==> src/hdl/lru_block_cache_directory_macros.svh <==
// Assertion macros shared by the cache directory RTL.
`ifndef LRU_BLOCK_CACHE_DIRECTORY_MACROS_SVH
`define LRU_BLOCK_CACHE_DIRECTORY_MACROS_SVH
`ifndef NO_ASSERTIONS
// Same-cycle implication, checked only out of reset.
`define LBCD_ASSERT_IMPL(label, ante, cons) \
  label: assert property (@(posedge clk) disable iff (!rst_n) (ante) |-> (cons)) \
    else $error("cache directory check failed");
// Next-cycle implication, checked only out of reset.
`define LBCD_ASSERT_NEXT(label, ante, cons) \
  label: assert property (@(posedge clk) disable iff (!rst_n) (ante) |=> (cons)) \
    else $error("cache directory check failed");
`else
`define LBCD_ASSERT_IMPL(label, ante, cons)
`define LBCD_ASSERT_NEXT(label, ante, cons)
`endif
`endif

==> src/hdl/lbcd_pkg.sv <==
`default_nettype none
package lbcd_pkg;

  localparam int SLOTS_DEF      = 16;
  localparam int TABLE_BITS_DEF = 8;
  localparam int BLOCK_BITS_DEF = 32;

  localparam logic [1:0] KIND_READ  = 2'd0;
  localparam logic [1:0] KIND_WRITE = 2'd1;
  localparam logic [1:0] KIND_FLUSH = 2'd2;
  localparam logic [1:0] KIND_INVAL = 2'd3;

  localparam logic [2:0] ACT_HIT    = 3'd0;
  localparam logic [2:0] ACT_FILL   = 3'd1;
  localparam logic [2:0] ACT_WBACK  = 3'd2;
  localparam logic [2:0] ACT_BYPASS = 3'd3;
  localparam logic [2:0] ACT_DONE   = 3'd4;
  localparam logic [2:0] ACT_ERROR  = 3'd5;

  typedef enum logic [3:0] {
    S_IDLE, S_ADDR, S_CMP, S_KEEP, S_GONE, S_COPY, S_HIT, S_FILL, S_FINAL
  } state_t;

  // What the current walk over the recency order is doing.
  typedef enum logic [2:0] {
    M_CHG, M_LOOK, M_VFL, M_FLUSH, M_MARK
  } mode_t;

endpackage
`default_nettype wire

==> src/hdl/lbcd_ram.sv <==
`default_nettype none
module lbcd_ram #(
  parameter int WIDTH = 41,
  parameter int DEPTH = 16
) (
  input  wire logic                     clk,
  input  wire logic                     we,
  input  wire logic [$clog2(DEPTH)-1:0] waddr,
  input  wire logic [WIDTH-1:0]         wdata,
  input  wire logic [$clog2(DEPTH)-1:0] raddr,
  output logic      [WIDTH-1:0]         rdata
);

  logic [WIDTH-1:0] mem [DEPTH];

  always_ff @(posedge clk) begin
    if (we) begin
      mem[waddr] <= wdata;
    end
    rdata <= mem[raddr];
  end

endmodule
`default_nettype wire

==> src/hdl/lru_block_cache_directory.sv <==
// Directory of a fully associative write-back block cache with LRU replacement.
// Input transfers on in_* carry one request: read, write, flush or invalidate.
// Each request answers with one or more command transfers on out_*; the last
// one of a request has out_tlast high. Write-back commands come first, in
// most-recent order, followed by the hit, fill, bypass, done or error command.
// The slot tags sit in a RAM with a registered read; the recency walk reads
// one slot at a time, with an address state before each compare. A lookup
// whose dirty victim needs a write-back sends the walk around again, and a
// request on a changed table first writes back and drops that table's slots.
// Bypass and error requests skip the walk.
// One request is in work at a time; in_tready is high only between requests.
// The output register lets a new request enter while the last command waits.
// When the receiver holds out_tready low, the walk stops at the next command
// and resumes after that command is taken; nothing is dropped.
// After reset all slots are invalid and clean, and the recency order runs from
// slot 0 (most recent) to the last slot. No clearing pass is needed.
`default_nettype none
`include "lru_block_cache_directory_macros.svh"
module lru_block_cache_directory #(
  parameter int SLOTS      = lbcd_pkg::SLOTS_DEF,
  parameter int TABLE_BITS = lbcd_pkg::TABLE_BITS_DEF,
  parameter int BLOCK_BITS = lbcd_pkg::BLOCK_BITS_DEF,
  localparam int SW    = $clog2(SLOTS),
  localparam int IN_W  = ((TABLE_BITS + BLOCK_BITS + 4) + 7) / 8 * 8,
  localparam int OUT_W = ((SW + TABLE_BITS + BLOCK_BITS + 1) + 7) / 8 * 8
) (
  input  wire logic             clk,
  input  wire logic             rst_n,
  input  wire logic             in_tvalid,
  output logic                  in_tready,
  // table_handle, is_index, block_number, exclusive_mode, index_changed, flush_all
  input  wire logic [IN_W-1:0]  in_tdata,
  // kind
  input  wire logic [1:0]       in_tuser,
  output logic                  out_tvalid,
  input  wire logic             out_tready,
  // slot, out_table, out_is_index, out_block
  output logic      [OUT_W-1:0] out_tdata,
  // action
  output logic      [2:0]       out_tuser,
  output logic                  out_tlast
);

  localparam int TAG_W = TABLE_BITS + 1 + BLOCK_BITS;
  localparam int TB = TABLE_BITS;
  localparam int BB = BLOCK_BITS;

  lbcd_pkg::state_t state_r, state_nxt;
  lbcd_pkg::mode_t  mode_r, mode_nxt;

  logic [SW-1:0]   order_r [SLOTS];
  logic [SW-1:0]   new_r   [SLOTS];
  logic [SLOTS-1:0] valid_r, dirty_r, gone_r;
  logic [SW-1:0]   pos_r, nk_r;

  logic [1:0]      kind_r;
  logic [TB-1:0]   tbl_r, vtbl_r;
  logic            idx_r, all_r;
  logic [BB-1:0]   blk_r;
  logic [2:0]      fin_act_r;
  logic            fin_idx_r;
  logic [BB-1:0]   fin_blk_r;

  logic            out_vld_r, out_last_r, out_idx_r;
  logic [2:0]      out_act_r;
  logic [SW-1:0]   out_slot_r;
  logic [TB-1:0]   out_tbl_r;
  logic [BB-1:0]   out_blk_r;

  logic [TAG_W-1:0] rdata;

  // Input unpacking.
  logic          in_acc;
  logic [TB-1:0] in_tbl;
  logic          in_idx, in_excl, in_chg, in_all;
  logic [BB-1:0] in_blk;

  assign in_acc  = in_tvalid & in_tready;
  assign in_tbl  = in_tdata[TB-1:0];
  assign in_idx  = in_tdata[TB];
  assign in_blk  = in_tdata[TB+BB:TB+1];
  assign in_excl = in_tdata[TB+BB+1];
  assign in_chg  = in_tdata[TB+BB+2];
  assign in_all  = in_tdata[TB+BB+3];

  // Walk datapath.
  logic [SW-1:0] s_cur, victim;
  logic          pos_last, can_emit, tmatch, sel_hit, wb_want, look_hit, stall;
  logic [TB-1:0] r_tbl, cmp_tbl;
  logic          r_idx;
  logic [BB-1:0] r_blk;

  assign s_cur    = order_r[pos_r];
  assign victim   = order_r[SLOTS-1];
  assign pos_last = (pos_r == SW'(SLOTS - 1));
  assign can_emit = !out_vld_r || out_tready;
  assign r_tbl    = rdata[TB-1:0];
  assign r_idx    = rdata[TB];
  assign r_blk    = rdata[TAG_W-1:TB+1];
  assign cmp_tbl  = (mode_r == lbcd_pkg::M_VFL) ? vtbl_r : tbl_r;
  assign tmatch   = (r_tbl == cmp_tbl);
  assign sel_hit  = valid_r[s_cur] && tmatch;

  always_comb begin
    wb_want  = 1'b0;
    look_hit = 1'b0;
    if (state_r == lbcd_pkg::S_CMP) begin
      case (mode_r)
        lbcd_pkg::M_CHG, lbcd_pkg::M_VFL: wb_want = dirty_r[s_cur] && tmatch;
        lbcd_pkg::M_FLUSH: wb_want = dirty_r[s_cur] && (all_r || tmatch);
        lbcd_pkg::M_LOOK: look_hit = sel_hit && (r_idx == idx_r) && (r_blk == blk_r);
        default: wb_want = 1'b0;
      endcase
    end
  end
  assign stall = wb_want && !can_emit;

  // Next state and walk mode.
  always_comb begin
    state_nxt = state_r;
    mode_nxt  = mode_r;
    case (state_r)
      lbcd_pkg::S_IDLE: begin
        if (in_acc) begin
          if (in_tuser == lbcd_pkg::KIND_FLUSH) begin
            state_nxt = lbcd_pkg::S_ADDR;
            mode_nxt  = lbcd_pkg::M_FLUSH;
          end else if (in_tuser == lbcd_pkg::KIND_INVAL) begin
            state_nxt = lbcd_pkg::S_ADDR;
            mode_nxt  = lbcd_pkg::M_MARK;
          end else if ((in_tuser == lbcd_pkg::KIND_WRITE && in_blk == '0) ||
                       (in_idx && in_blk == BB'(1) && !in_excl)) begin
            state_nxt = lbcd_pkg::S_FINAL;
          end else begin
            state_nxt = lbcd_pkg::S_ADDR;
            mode_nxt  = in_chg ? lbcd_pkg::M_CHG : lbcd_pkg::M_LOOK;
          end
        end
      end
      lbcd_pkg::S_ADDR: state_nxt = lbcd_pkg::S_CMP;
      lbcd_pkg::S_CMP: begin
        if (!stall) begin
          if (look_hit) begin
            state_nxt = lbcd_pkg::S_HIT;
          end else if (!pos_last) begin
            state_nxt = lbcd_pkg::S_ADDR;
          end else begin
            case (mode_r)
              lbcd_pkg::M_CHG, lbcd_pkg::M_MARK: state_nxt = lbcd_pkg::S_KEEP;
              lbcd_pkg::M_FLUSH: state_nxt = lbcd_pkg::S_FINAL;
              lbcd_pkg::M_VFL: state_nxt = lbcd_pkg::S_FILL;
              default: begin
                if (dirty_r[s_cur]) begin
                  state_nxt = lbcd_pkg::S_ADDR;
                  mode_nxt  = lbcd_pkg::M_VFL;
                end else begin
                  state_nxt = lbcd_pkg::S_FILL;
                end
              end
            endcase
          end
        end
      end
      lbcd_pkg::S_KEEP: if (pos_last) state_nxt = lbcd_pkg::S_GONE;
      lbcd_pkg::S_GONE: if (pos_last) state_nxt = lbcd_pkg::S_COPY;
      lbcd_pkg::S_COPY: begin
        if (mode_r == lbcd_pkg::M_CHG) begin
          state_nxt = lbcd_pkg::S_ADDR;
          mode_nxt  = lbcd_pkg::M_LOOK;
        end else begin
          state_nxt = lbcd_pkg::S_FINAL;
        end
      end
      lbcd_pkg::S_HIT, lbcd_pkg::S_FILL, lbcd_pkg::S_FINAL: begin
        if (can_emit) state_nxt = lbcd_pkg::S_IDLE;
      end
      default: state_nxt = lbcd_pkg::S_IDLE;
    endcase
  end

  // Result emission and write controls.
  logic          emit, e_last, e_idx, ram_we;
  logic [2:0]    e_act;
  logic [SW-1:0] e_slot, front_slot, front_pos;
  logic [TB-1:0] e_tbl;
  logic [BB-1:0] e_blk;
  logic          do_front;

  always_comb begin
    emit       = 1'b0;
    e_last     = 1'b0;
    e_act      = lbcd_pkg::ACT_DONE;
    e_slot     = '0;
    e_tbl      = tbl_r;
    e_idx      = 1'b0;
    e_blk      = '0;
    ram_we     = 1'b0;
    do_front   = 1'b0;
    front_slot = s_cur;
    front_pos  = pos_r;
    case (state_r)
      lbcd_pkg::S_CMP: begin
        if (wb_want && can_emit) begin
          emit   = 1'b1;
          e_act  = lbcd_pkg::ACT_WBACK;
          e_slot = s_cur;
          e_tbl  = r_tbl;
          e_idx  = r_idx;
          e_blk  = r_blk;
        end
      end
      lbcd_pkg::S_HIT: begin
        emit     = can_emit;
        e_last   = 1'b1;
        e_act    = lbcd_pkg::ACT_HIT;
        e_slot   = s_cur;
        e_idx    = idx_r;
        e_blk    = blk_r;
        do_front = can_emit;
      end
      lbcd_pkg::S_FILL: begin
        emit       = can_emit;
        e_last     = 1'b1;
        e_act      = (kind_r == lbcd_pkg::KIND_WRITE) ? lbcd_pkg::ACT_DONE
                                                      : lbcd_pkg::ACT_FILL;
        e_slot     = victim;
        e_idx      = idx_r;
        e_blk      = blk_r;
        ram_we     = can_emit;
        do_front   = can_emit;
        front_slot = victim;
        front_pos  = SW'(SLOTS - 1);
      end
      lbcd_pkg::S_FINAL: begin
        emit   = can_emit;
        e_last = 1'b1;
        e_act  = fin_act_r;
        e_idx  = fin_idx_r;
        e_blk  = fin_blk_r;
      end
      default: emit = 1'b0;
    endcase
  end

  // Move-to-front of the entry at front_pos.
  logic [SW-1:0] front_order [SLOTS];
  always_comb begin
    for (int i = 0; i < SLOTS; i++) begin
      if (i == 0) begin
        front_order[i] = front_slot;
      end else if (SW'(i) <= front_pos) begin
        front_order[i] = order_r[i-1];
      end else begin
        front_order[i] = order_r[i];
      end
    end
  end

  logic walk_step, pass_step;
  assign walk_step = (state_r == lbcd_pkg::S_CMP) && !stall && !look_hit;
  assign pass_step = (state_r == lbcd_pkg::S_KEEP) || (state_r == lbcd_pkg::S_GONE);

  always_ff @(posedge clk) begin
    if (!rst_n) begin
      state_r   <= lbcd_pkg::S_IDLE;
      mode_r    <= lbcd_pkg::M_LOOK;
      valid_r   <= '0;
      dirty_r   <= '0;
      out_vld_r <= 1'b0;
      pos_r     <= '0;
      for (int i = 0; i < SLOTS; i++) begin
        order_r[i] <= SW'(i);
      end
    end else begin
      state_r <= state_nxt;
      mode_r  <= mode_nxt;
      if (emit) begin
        out_vld_r <= 1'b1;
      end else if (out_tready) begin
        out_vld_r <= 1'b0;
      end
      if (in_acc) begin
        pos_r <= '0;
      end else if (walk_step || pass_step) begin
        pos_r <= pos_last ? '0 : pos_r + SW'(1);
      end
      if (state_r == lbcd_pkg::S_CMP && !stall) begin
        if ((mode_r == lbcd_pkg::M_CHG || mode_r == lbcd_pkg::M_MARK) && sel_hit) begin
          valid_r[s_cur] <= 1'b0;
          dirty_r[s_cur] <= 1'b0;
        end else if (wb_want) begin
          dirty_r[s_cur] <= 1'b0;
        end
      end
      if (state_r == lbcd_pkg::S_HIT && can_emit && kind_r == lbcd_pkg::KIND_WRITE) begin
        dirty_r[s_cur] <= 1'b1;
      end
      if (state_r == lbcd_pkg::S_FILL && can_emit) begin
        valid_r[victim] <= 1'b1;
        dirty_r[victim] <= (kind_r == lbcd_pkg::KIND_WRITE);
      end
      if (do_front) begin
        order_r <= front_order;
      end else if (state_r == lbcd_pkg::S_COPY) begin
        order_r <= new_r;
      end
    end
  end

  // Payload and scratch registers.
  always_ff @(posedge clk) begin
    if (in_acc) begin
      kind_r    <= in_tuser;
      tbl_r     <= in_tbl;
      idx_r     <= in_idx;
      blk_r     <= in_blk;
      all_r     <= in_all;
      gone_r    <= '0;
      if (in_tuser == lbcd_pkg::KIND_FLUSH || in_tuser == lbcd_pkg::KIND_INVAL) begin
        fin_act_r <= lbcd_pkg::ACT_DONE;
        fin_idx_r <= 1'b0;
        fin_blk_r <= '0;
      end else if (in_tuser == lbcd_pkg::KIND_WRITE && in_blk == '0) begin
        fin_act_r <= lbcd_pkg::ACT_ERROR;
        fin_idx_r <= in_idx;
        fin_blk_r <= in_blk;
      end else begin
        fin_act_r <= lbcd_pkg::ACT_BYPASS;
        fin_idx_r <= in_idx;
        fin_blk_r <= in_blk;
      end
    end
    if (state_r == lbcd_pkg::S_CMP && !stall &&
        (mode_r == lbcd_pkg::M_CHG || mode_r == lbcd_pkg::M_MARK) && sel_hit) begin
      gone_r[s_cur] <= 1'b1;
    end
    if (state_r == lbcd_pkg::S_CMP && mode_r == lbcd_pkg::M_LOOK && pos_last) begin
      vtbl_r <= r_tbl;
    end
    // Stable partition: surviving slots first, invalidated ones behind them.
    if (state_r == lbcd_pkg::S_CMP) begin
      nk_r <= '0;
    end else if ((state_r == lbcd_pkg::S_KEEP && !gone_r[s_cur]) ||
                 (state_r == lbcd_pkg::S_GONE && gone_r[s_cur])) begin
      new_r[nk_r] <= s_cur;
      nk_r        <= nk_r + SW'(1);
    end
    if (emit) begin
      out_act_r  <= e_act;
      out_slot_r <= e_slot;
      out_tbl_r  <= e_tbl;
      out_idx_r  <= e_idx;
      out_blk_r  <= e_blk;
      out_last_r <= e_last;
    end
  end

  lbcd_ram #(
    .WIDTH(TAG_W),
    .DEPTH(SLOTS)
  ) u_tag_ram (
    .clk  (clk),
    .we   (ram_we),
    .waddr(victim),
    .wdata({blk_r, idx_r, tbl_r}),
    .raddr(s_cur),
    .rdata(rdata)
  );

  assign in_tready  = (state_r == lbcd_pkg::S_IDLE);
  assign out_tvalid = out_vld_r;
  assign out_tuser  = out_act_r;
  assign out_tlast  = out_last_r;
  assign out_tdata  = OUT_W'({out_blk_r, out_idx_r, out_tbl_r, out_slot_r});

  `LBCD_ASSERT_IMPL(a_dirty_is_valid, 1'b1, (dirty_r & ~valid_r) == '0)
  `LBCD_ASSERT_NEXT(a_last_to_idle, emit && e_last, state_r == lbcd_pkg::S_IDLE)
  `LBCD_ASSERT_NEXT(a_fill_front, state_r == lbcd_pkg::S_FILL && can_emit,
                    order_r[0] == $past(victim) && valid_r[$past(victim)])

endmodule
`default_nettype wire

==> config.mk <==
export PLATFORM = sky130hd
export DESIGN_NAME = lru_block_cache_directory
export DESIGN_NICKNAME = d
export VERILOG_FILES = /design/src/hdl/lbcd_pkg.sv /design/src/hdl/lbcd_ram.sv /design/src/hdl/lru_block_cache_directory.sv
export VERILOG_INCLUDE_DIRS = /design/src /design/src/hdl
export SDC_FILE = /design/constraint.sdc
export NUM_CORES = 1
export LEC_CHECK = 0
export BUFFER_PORTS_ARGS = -buffer_cell sky130_fd_sc_hd__buf_2
export CELL_PAD_IN_SITES_DETAIL_PLACEMENT = 1
export CELL_PAD_IN_SITES_GLOBAL_PLACEMENT = 2
export CORE_MARGIN = 2
export CORE_UTILIZATION = 47
export CTS_CLUSTER_SIZE = 28
export DETAILED_ROUTE_END_ITERATION = 12
export PLACE_DENSITY_LB_ADDON = 0.1
export SYNTH_ARGS = -nofsm -noshare
export SYNTH_HDL_FRONTEND = slang
export SYNTH_SLANG_ARGS = --single-unit
==> constraint.sdc <==
create_clock -name clk -period 8.7 [get_ports clk]
set_input_delay 1.305 -clock clk [delete_from_list [all_inputs] [get_ports clk]]
set_output_delay 1.305 -clock clk [all_outputs]
set_load 0.1 [all_outputs]
==> Implementation_results.wiki, run 1 <==
{| class="wikitable"
! Metric !! Value
|-
| Fraction of the yosys area taken by sequential cells || 69.97%
|-
| Post-layout util || 52.98%
|-
| Max IR drop VDD || 0.2217 mV
|-
| Clk sink count || 1026
|-
| Via count of the first global-routing pass || 29320
|-
| Fin Setup TNS || 0 ns
|-
| Number of buffers created by CTS || 108
|-
| Total routing usage reported by global routing || 27.54%
|-
| Worst hold margin || 0.4795 ns
|-
| Post-CTS Setup Repair Bufs || 0
|-
| Initial antenna violation count || 0
|-
| Data arrival time of the worst path || 5.74 ns
|-
| Startpoint kind of the worst setup timing path || flip-flop
|-
| Relative max-transition margin || 13.55%
|-
| Post-detailed-placement cell area || 43200 sq um
|-
| Count of flip-flops with a built-in enable after synthesis || 857
|-
| Number of endpoints failing setup at the final stage || 0
|-
| Count of placed standard cells in the final layout, fillers left out || 4657
|-
| Leading cell types in the layout, fill and taps excluded || nand2_1 (887), edfxtp_1 (857), nand3_1 (200), dfxtp_1 (169), a311oi_1 (151)
|-
| # hold bufs at CTS || 0
|-
| WL met3 || 7131 microns
|-
| CTS H-tree depth || 3
|-
| Count of antenna-violating nets left after detailed routing || 0
|-
| Final count of pins violating max slew || 0
|-
| Post-route met1 wirelength || 54620 microns
|-
| Insertion delay of the later-clocked pin in the worst-skew pair || 0.69 ns
|-
| Io pins || 108
|-
| Post-route cell area || 46680 sq um
|-
| CTS tree || done
|-
| DRC Markers || 0
|-
| Critical path data required time || 9.01 ns
|-
| Worst setup EP type || flip-flop
|-
| Static Leak || 16.23 nW
|-
| Number of distinct library cells after synthesis || 78
|-
| Cells after Synth || 3366
|-
| Unrepaired setup endpoints after global routing || no
|-
| DP Cell Count || 4458
|-
| Wire length of the first global-routing pass || 186800 microns
|-
| Initial standard-cell utilization of the core || 47.24%
|-
| Count of TritonRoute iterations in the first routing pass || 6
|-
| Highest routed layer || met4
|-
| Drt total wl || 125500 microns
|-
| Clock-pin slew on the worst setup and hold paths || 0.06 ns
|-
| Flip-flop and latch count after synthesis || 1026
|-
| Number of nets in the final layout || 3462
|-
| Max-Cap Viols || 0
|-
| Port buffer count || 100
|-
| Layout fillers || 8897
|-
| Total overflow reported by the global router || 0
|-
| Post_cts resized || 0
|-
| Area of the mapped netlist || 41620 sq um
|-
| Routed length on met2 || 60730 microns
|-
| Die ar. || 90940 sq um
|-
| Count of final hold-check violations || 0
|-
| Run status || finished clean
|-
| Class of the tightest hold or removal check || reg -> reg
|-
| Synthesis warning total || 0
|-
| Number of buffers on the longest clock path || 3
|-
| Cell area power density || 266.7 nW/um^2
|-
| Maximum clock frequency || 184.3 MHz
|-
| Classification of the worst setup path || reg -> reg
|-
| Most frequent standard cell in the layout excluding fill and tap cells || nand2_1
|-
| Placeable core area || 88100 sq um
|-
| Buffer type at the clock tree root || clkbuf_16
|-
| Diode insertion count for antenna repair || 0
|-
| Top_reg_cell synth || edfxtp_1
|-
| Worst-margin pin slew || 1.294 ns
|-
| Overall via count from detail_route || 28180
|-
| Die Y || 301.6 microns
|-
| Largest net degree at the start of global routing || 146
|-
| Number of design-rule violations left by the first detailed-router iteration || 2358
|-
| Routed vias/inst || 6.050
|-
| # rows || 109
|-
| Die span in x || 301.6 microns
|-
| Post-synthesis async set-or-reset flop share || 0%
|-
| Post-route minimum period || 5.427 ns
|-
| Highest net fanout along the worst path || 75
|-
| Placer congestion estimate || 0.8373
|-
| WL/cell || 26.94 microns
|-
| Hpwl dp || 67220 microns
|-
| Post-synthesis to final-layout area growth || 12.16%
|-
| Final period util || 62.38%
|-
| Post-route clock skew || 0.03158 ns
|-
| Synthesized area per cell || 12.36 sq um
|-
| Fraction of final layout cells with drive strength greater than 1 || 10.80%
|}
## final timing paths
path              slack, ns  cells after the start        from         end
setup / recovery       3.27                     11    pos_r[1]   new_r[50]
setup reg to reg       3.27                     11    pos_r[1]   new_r[50]
hold / removal         0.48                      2  valid_r[8]  valid_r[8]
hold reg to reg        0.48                      2  valid_r[8]  valid_r[8]
## registers in the layout, indices dropped and copies added (netlist names), 8 cells and up
name	cells
tbl_r	8
blk_r	32
u_tag_ram.mem	656
new_r	64
u_tag_ram.rdata	41
out_tbl_r	8
valid_r	16
fin_blk_r	32
dirty_r	16
gone_r	16
vtbl_r	8
order_r	60
out_blk_r	32
## layer usage
metal	up-vias	track usage, %
li1	12480	-
met1	14610	37.84
met2	881	45.80
met3	205	3.962
met4	0	7.791
met5	-	0
## area by class of cell
| cell class | count | area, sq um | area share (%) |
|---|---|---|---|
| flip-flops and latches | 1026 | 29120 | 62.38 |
| well taps | 1165 | 1458 | 3.123 |
| clock inverters | 41 | 392.9 | 0.8417 |
| clock buffers | 158 | 3084 | 6.607 |
| repair buffers | 150 | 888.4 | 1.903 |
| multi-input cells | 2063 | 11520 | 24.67 |
| inverters | 54 | 220.2 | 0.4718 |
## synthesized netlist by cell type (51+ instances only)
master	n	area [sq um]
nand2_1	888	3333
edfxtp_1	857	25730
nand3_1	200	1001
dfxtp_1	169	3383
clkbuf_1	167	626.9
a311oi_1	151	1323
nor2_1	121	454.2
and3_1	88	550.5
a21oi_1	81	405.4
a31oi_1	64	400.4
o21ai_0	61	305.3
mux2i_1	60	600.6
inv_1	51	191.4
## power breakdown
group,leakage [nW],internal (W),switching [W]
registers,9.14,0.00576,0.000377
clock network,1.70,0.00263,0.00192
logic,5.39,0.000516,0.00125
total,16.2,0.00890,0.00355
## per-stage QoR
| step | setup slack, ns | total power (W) |
|---|---|---|
| after floorplan | 3.265 | 0.007254 |
| after global placement | 3.322 | 0.007926 |
| after detailed placement | 3.267 | 0.007993 |
| after CTS | 3.271 | 0.01252 |
| after global routing | 3.030 | 0.01288 |
| final | 3.273 | 0.01245 |
## cell families (layout without fill, tap and decap cells)
family	count (synthesis)	after routing	synth area share (%)
other	1	3	0.009011
AND/OR/NAND/NOR	1430	1430	14.93
XOR/XNOR	42	42	0.8839
multiplexers	86	86	2.534
AO/OA/AOI/OAI	497	497	8.824
adder cells (fa/ha/maj)	5	5	0.1503
buffers and inverters	279	403	2.703
flip-flops	1026	1026	69.97
## critical path, cell delays in order, from the launching register on
cell and delay, ns:
dfxtp_1 0.63, buf_4 0.33, mux4_1 0.57, mux2i_1 0.22
o22a_4 0.35, buf_4 0.78, mux2i_1 0.19, a32oi_1 0.39
nand3_1 0.16, a21oi_2 0.46, nand2_1 0.42, nor3_1 0.53
No activity file was read; power rests on OpenSTA's default activity.
==> run 2, diff against run 1 <==
--- a/config.mk
+++ b/config.mk
@@ -10,7 +10,7 @@
 export CELL_PAD_IN_SITES_DETAIL_PLACEMENT = 1
 export CELL_PAD_IN_SITES_GLOBAL_PLACEMENT = 2
 export CORE_MARGIN = 2
-export CORE_UTILIZATION = 47
+export CORE_UTILIZATION = 44
 export CTS_CLUSTER_SIZE = 28
 export DETAILED_ROUTE_END_ITERATION = 12
 export PLACE_DENSITY_LB_ADDON = 0.1
==> constraint.sdc (replaced) <==
create_clock -name clk -period 5.55 [get_ports clk]
set_input_delay 0.8325 -clock clk [delete_from_list [all_inputs] [get_ports clk]]
set_output_delay 0.8325 -clock clk [all_outputs]
set_load 0.1 [all_outputs]
==> run 2 against run 1 <==
  * Sequential share of layout area down 0.58 points
  * Global-route usage decreased by 1.7 points
  * Combinational power increased by 59%
  * Power is 57% higher
  * Routed wire length up 1.4%
  * Register-to-register slack worse by 2.6 ns
  * Largest cell class unchanged
  * Highest routed layer is now met5
==> Implementation_results.wiki, run 2 (synthesized netlist as in run 1, its figures left out) <==
{| class="wikitable"
! Metric !! Value
|-
| Io pins || 108 (unchanged)
|-
| Routed vias/inst || 5.918 (-2.2%)
|-
| Final count of pins violating max slew || 0 (unchanged)
|-
| Diode insertion count for antenna repair || 0 (unchanged)
|-
| Routing usage on met1 || 35.29% (-2.5 points)
|-
| Fraction of final layout cells with drive strength greater than 1 || 11.53% (+0.74 points)
|-
| Die span in x || 311.5 microns (+3.3%)
|-
| Most used routing layer in global routing || met2
|-
| Run status || finished clean
|-
| Top Registers || u_tag_ram.mem (656), new_r (64), order_r (60)
|-
| Worst-margin pin slew || 1.153 ns (-0.1410 ns)
|-
| Port buffer count || 100 (unchanged)
|-
| Worst hold margin || 0.3226 ns (-0.1569 ns)
|-
| Cell chain of the critical path || mux4_1 > mux2i_1 > mux2_8 > buf_12 > mux4_2 > a221oi_1 > nand4_1 > a21oi_1 > mux2i_1
|-
| Static Leak || 16.43 nW (+1.2%)
|-
| Buffer type at the clock tree root || clkbuf_16
|-
| Class of the tightest hold or removal check || in -> reg
|-
| Largest net degree at the start of global routing || 166 (+14%)
|-
| Post-route minimum period || 4.899 ns (-0.5275 ns)
|-
| Initial standard-cell utilization of the core || 44.53% (-2.7 points)
|-
| Max-Cap Viols || 0 (unchanged)
|-
| Relative max-transition margin || 22.94% (+9.4 points)
|-
| Post_cts resized || 0 (unchanged)
|-
| Leading cell types in the layout, fill and taps excluded || nand2_1 (887), edfxtp_1 (857), nand3_1 (200), dfxtp_1 (169), a311oi_1 (151)
|-
| Hold path start || in_tdata[1]
|-
| CTS tree || done
|-
| Overall via count from detail_route || 28310 (+0.45%)
|-
| DRC Markers || 0 (unchanged)
|-
| Die Y || 311.5 microns (+3.3%)
|-
| Count of final hold-check violations || 0 (unchanged)
|-
| Clock-pin slew on the worst setup and hold paths || 0.06 ns (about the same)
|-
| Start point of the critical path || pos_r[1]
|-
| Number of design-rule violations left by the first detailed-router iteration || 2361 (+0.13%)
|-
| Total power || 0.01955 W (+57%)
|-
| Capture point of the critical path || pos_r[0]
|-
| Number of buffers created by CTS || 109 (+0.93%)
|-
| Slowest cell on the critical path || dfxtp_1
|-
| Logic depth of the worst register-to-register path || 9 (-2)
|-
| Terminus of the critical flop-to-flop path || pos_r[0]
|-
| Maximum clock frequency || 204.1 MHz (+11%)
|-
| Highest net fanout along the worst path || 150 (+100%)
|-
| Post-layout util || 50.41% (-2.6 points)
|-
| Cell repeated most along the worst path || mux2i_1
|-
| Critical path data required time || 6.15 ns (-2.86 ns)
|-
| Classification of the worst setup path || reg -> reg
|-
| Fin Setup TNS || 0 ns (unchanged)
|-
| Die ar. || 97060 sq um (+6.7%)
|-
| Data arrival time of the worst path || 5.50 ns (-0.24 ns)
|-
| Most frequent standard cell in the layout excluding fill and tap cells || nand2_1
|-
| # hold bufs at CTS || 0 (unchanged)
|-
| Total routing usage reported by global routing || 25.79% (-1.7 points)
|-
| Placer congestion estimate || 0.8372 (about the same)
|-
| Largest register FFs || 656 (unchanged)
|-
| Layout fillers || 9525 (+7.1%)
|-
| Insertion delay of the later-clocked pin in the worst-skew pair || 0.69 ns (about the same)
|-
| # rows || 112 (+2.8%)
|-
| Peak per-stage delay on the critical path || 0.75 ns (-0.03 ns)
|-
| Register with the most flip-flops || u_tag_ram.mem
|-
| Clk sink count || 1026 (unchanged)
|-
| Worst flop-to-flop path startpoint || pos_r[1]
|-
| Count of antenna-violating nets left after detailed routing || 0 (unchanged)
|-
| Number of nets in the final layout || 3494 (+0.92%)
|-
| WL/cell || 26.60 microns (-1.3%)
|-
| Wire length of the first global-routing pass || 187400 microns (+0.28%)
|-
| Post-CTS Setup Repair Bufs || 0 (unchanged)
|-
| Count of TritonRoute iterations in the first routing pass || 5 (-1)
|-
| Count of placed standard cells in the final layout, fillers left out || 4783 (+2.7%)
|-
| DP Cell Count || 4578 (+2.7%)
|-
| Placeable core area || 93470 sq um (+6.1%)
|-
| Hpwl dp || 72240 microns (+7.5%)
|-
| CTS H-tree depth || 3 (unchanged)
|-
| Startpoint kind of the worst setup timing path || flip-flop
|-
| GR Layer Usage met2 || 42.44% (-3.4 points)
|-
| Post-synthesis to final-layout area growth || 13.22%
|-
| Drt total wl || 127200 microns (+1.4%)
|-
| Worst setup EP type || flip-flop
|-
| Via count of the first global-routing pass || 28990 (-1.1%)
|-
| Initial antenna violation count || 4 (+4)
|-
| Total overflow reported by the global router || 0 (unchanged)
|-
| Number of buffers on the longest clock path || 3 (unchanged)
|-
| Global-route track usage on met3 || 4.166% (+0.20 points)
|-
| Post-route clock skew || 0.02902 ns (-0.002558 ns)
|-
| Final period util || 88.28% (+26 points)
|-
| Number of endpoints failing setup at the final stage || 0 (unchanged)
|-
| Max IR drop VDD || 0.2606 mV (+18%)
|-
| Unrepaired setup endpoints after global routing || no
|-
| Worst reg2reg setup slack || 0.65 ns (-2.62 ns)
|-
| Cell area power density || 414.9 nW/um^2 (+56%)
|}
==> run 2: changes by cell type in the layout (fill, tap and decap cells not counted) <==
cell and change:
buf_4 +24, clkbuf_1 +9, buf_12 +7, clkbuf_8 +4, clkbuf_4 -3, clkinv_1 -2
clkinvlp_4 -2, bufinv_16 -1, clkinv_16 -1, clkinv_8 +1, inv_6 +1
==> run 2: how the worst min path moves through the flow <==
stage | endpoint | slack (ns) | depth (start not counted)
after global placement | order_r[22] | 0.45 | 2
after global routing | tbl_r[5] | 0.28 | 1
final | tbl_r[1] | 0.32 | 1
after floorplan | order_r[20] | 0.44 | 2
after CTS | tbl_r[1] | 0.28 | 1
after detailed placement | gone_r[12] | 0.47 | 1
==> run 2: layout make-up <==
cell class / instances / area (sq um) / share of cell area (%)
clock inverter: 37 / 335.3 / 0.7117
multi-input combinational: 2063 / 11520 / 24.44
sequential: 1026 / 29120 / 61.80
timing repair buffer: 181 / 1209 / 2.565
tap: 1254 / 1569 / 3.330
inverter: 54 / 220.2 / 0.4674
clock buffer: 168 / 3151 / 6.686
==> run 2: routing by layer <==
| metal | routed length (microns) | part of all wire, % |
|---|---|---|
| met2 | 60510 | 48 |
| met1 | 56140 | 44 |
| met5 | 26 | 0.020 |
| met4 | 3488 | 2.7 |
| met3 | 7053 | 5.5 |
==> run 2: through the flow <==
step	setup WS, ns	instance area, sq um
3_5_place_dp	0.6932	43630
4_1_cts	0.6438	47120
5_1_grt	0.4515	47120
3_3_place_gp	0.8521	43630
2_1_floorplan	0.3525	41620
6_report	0.6507	47120
==> run 2: where the power goes <==
group,internal [W],switching [W]
combinational,0.000831,0.00199
sequential,0.00902,0.000569
clock,0.00413,0.00301
total,0.0140,0.00557
==> run 2: critical path, delay by kind of cell (launching register included) <==
kind / cells / cell delay [ns]
mux: 5 / 2.20
compound gates: 2 / 0.79
flops: 1 / 0.75
buf+inv: 1 / 0.51
simple gates: 1 / 0.48
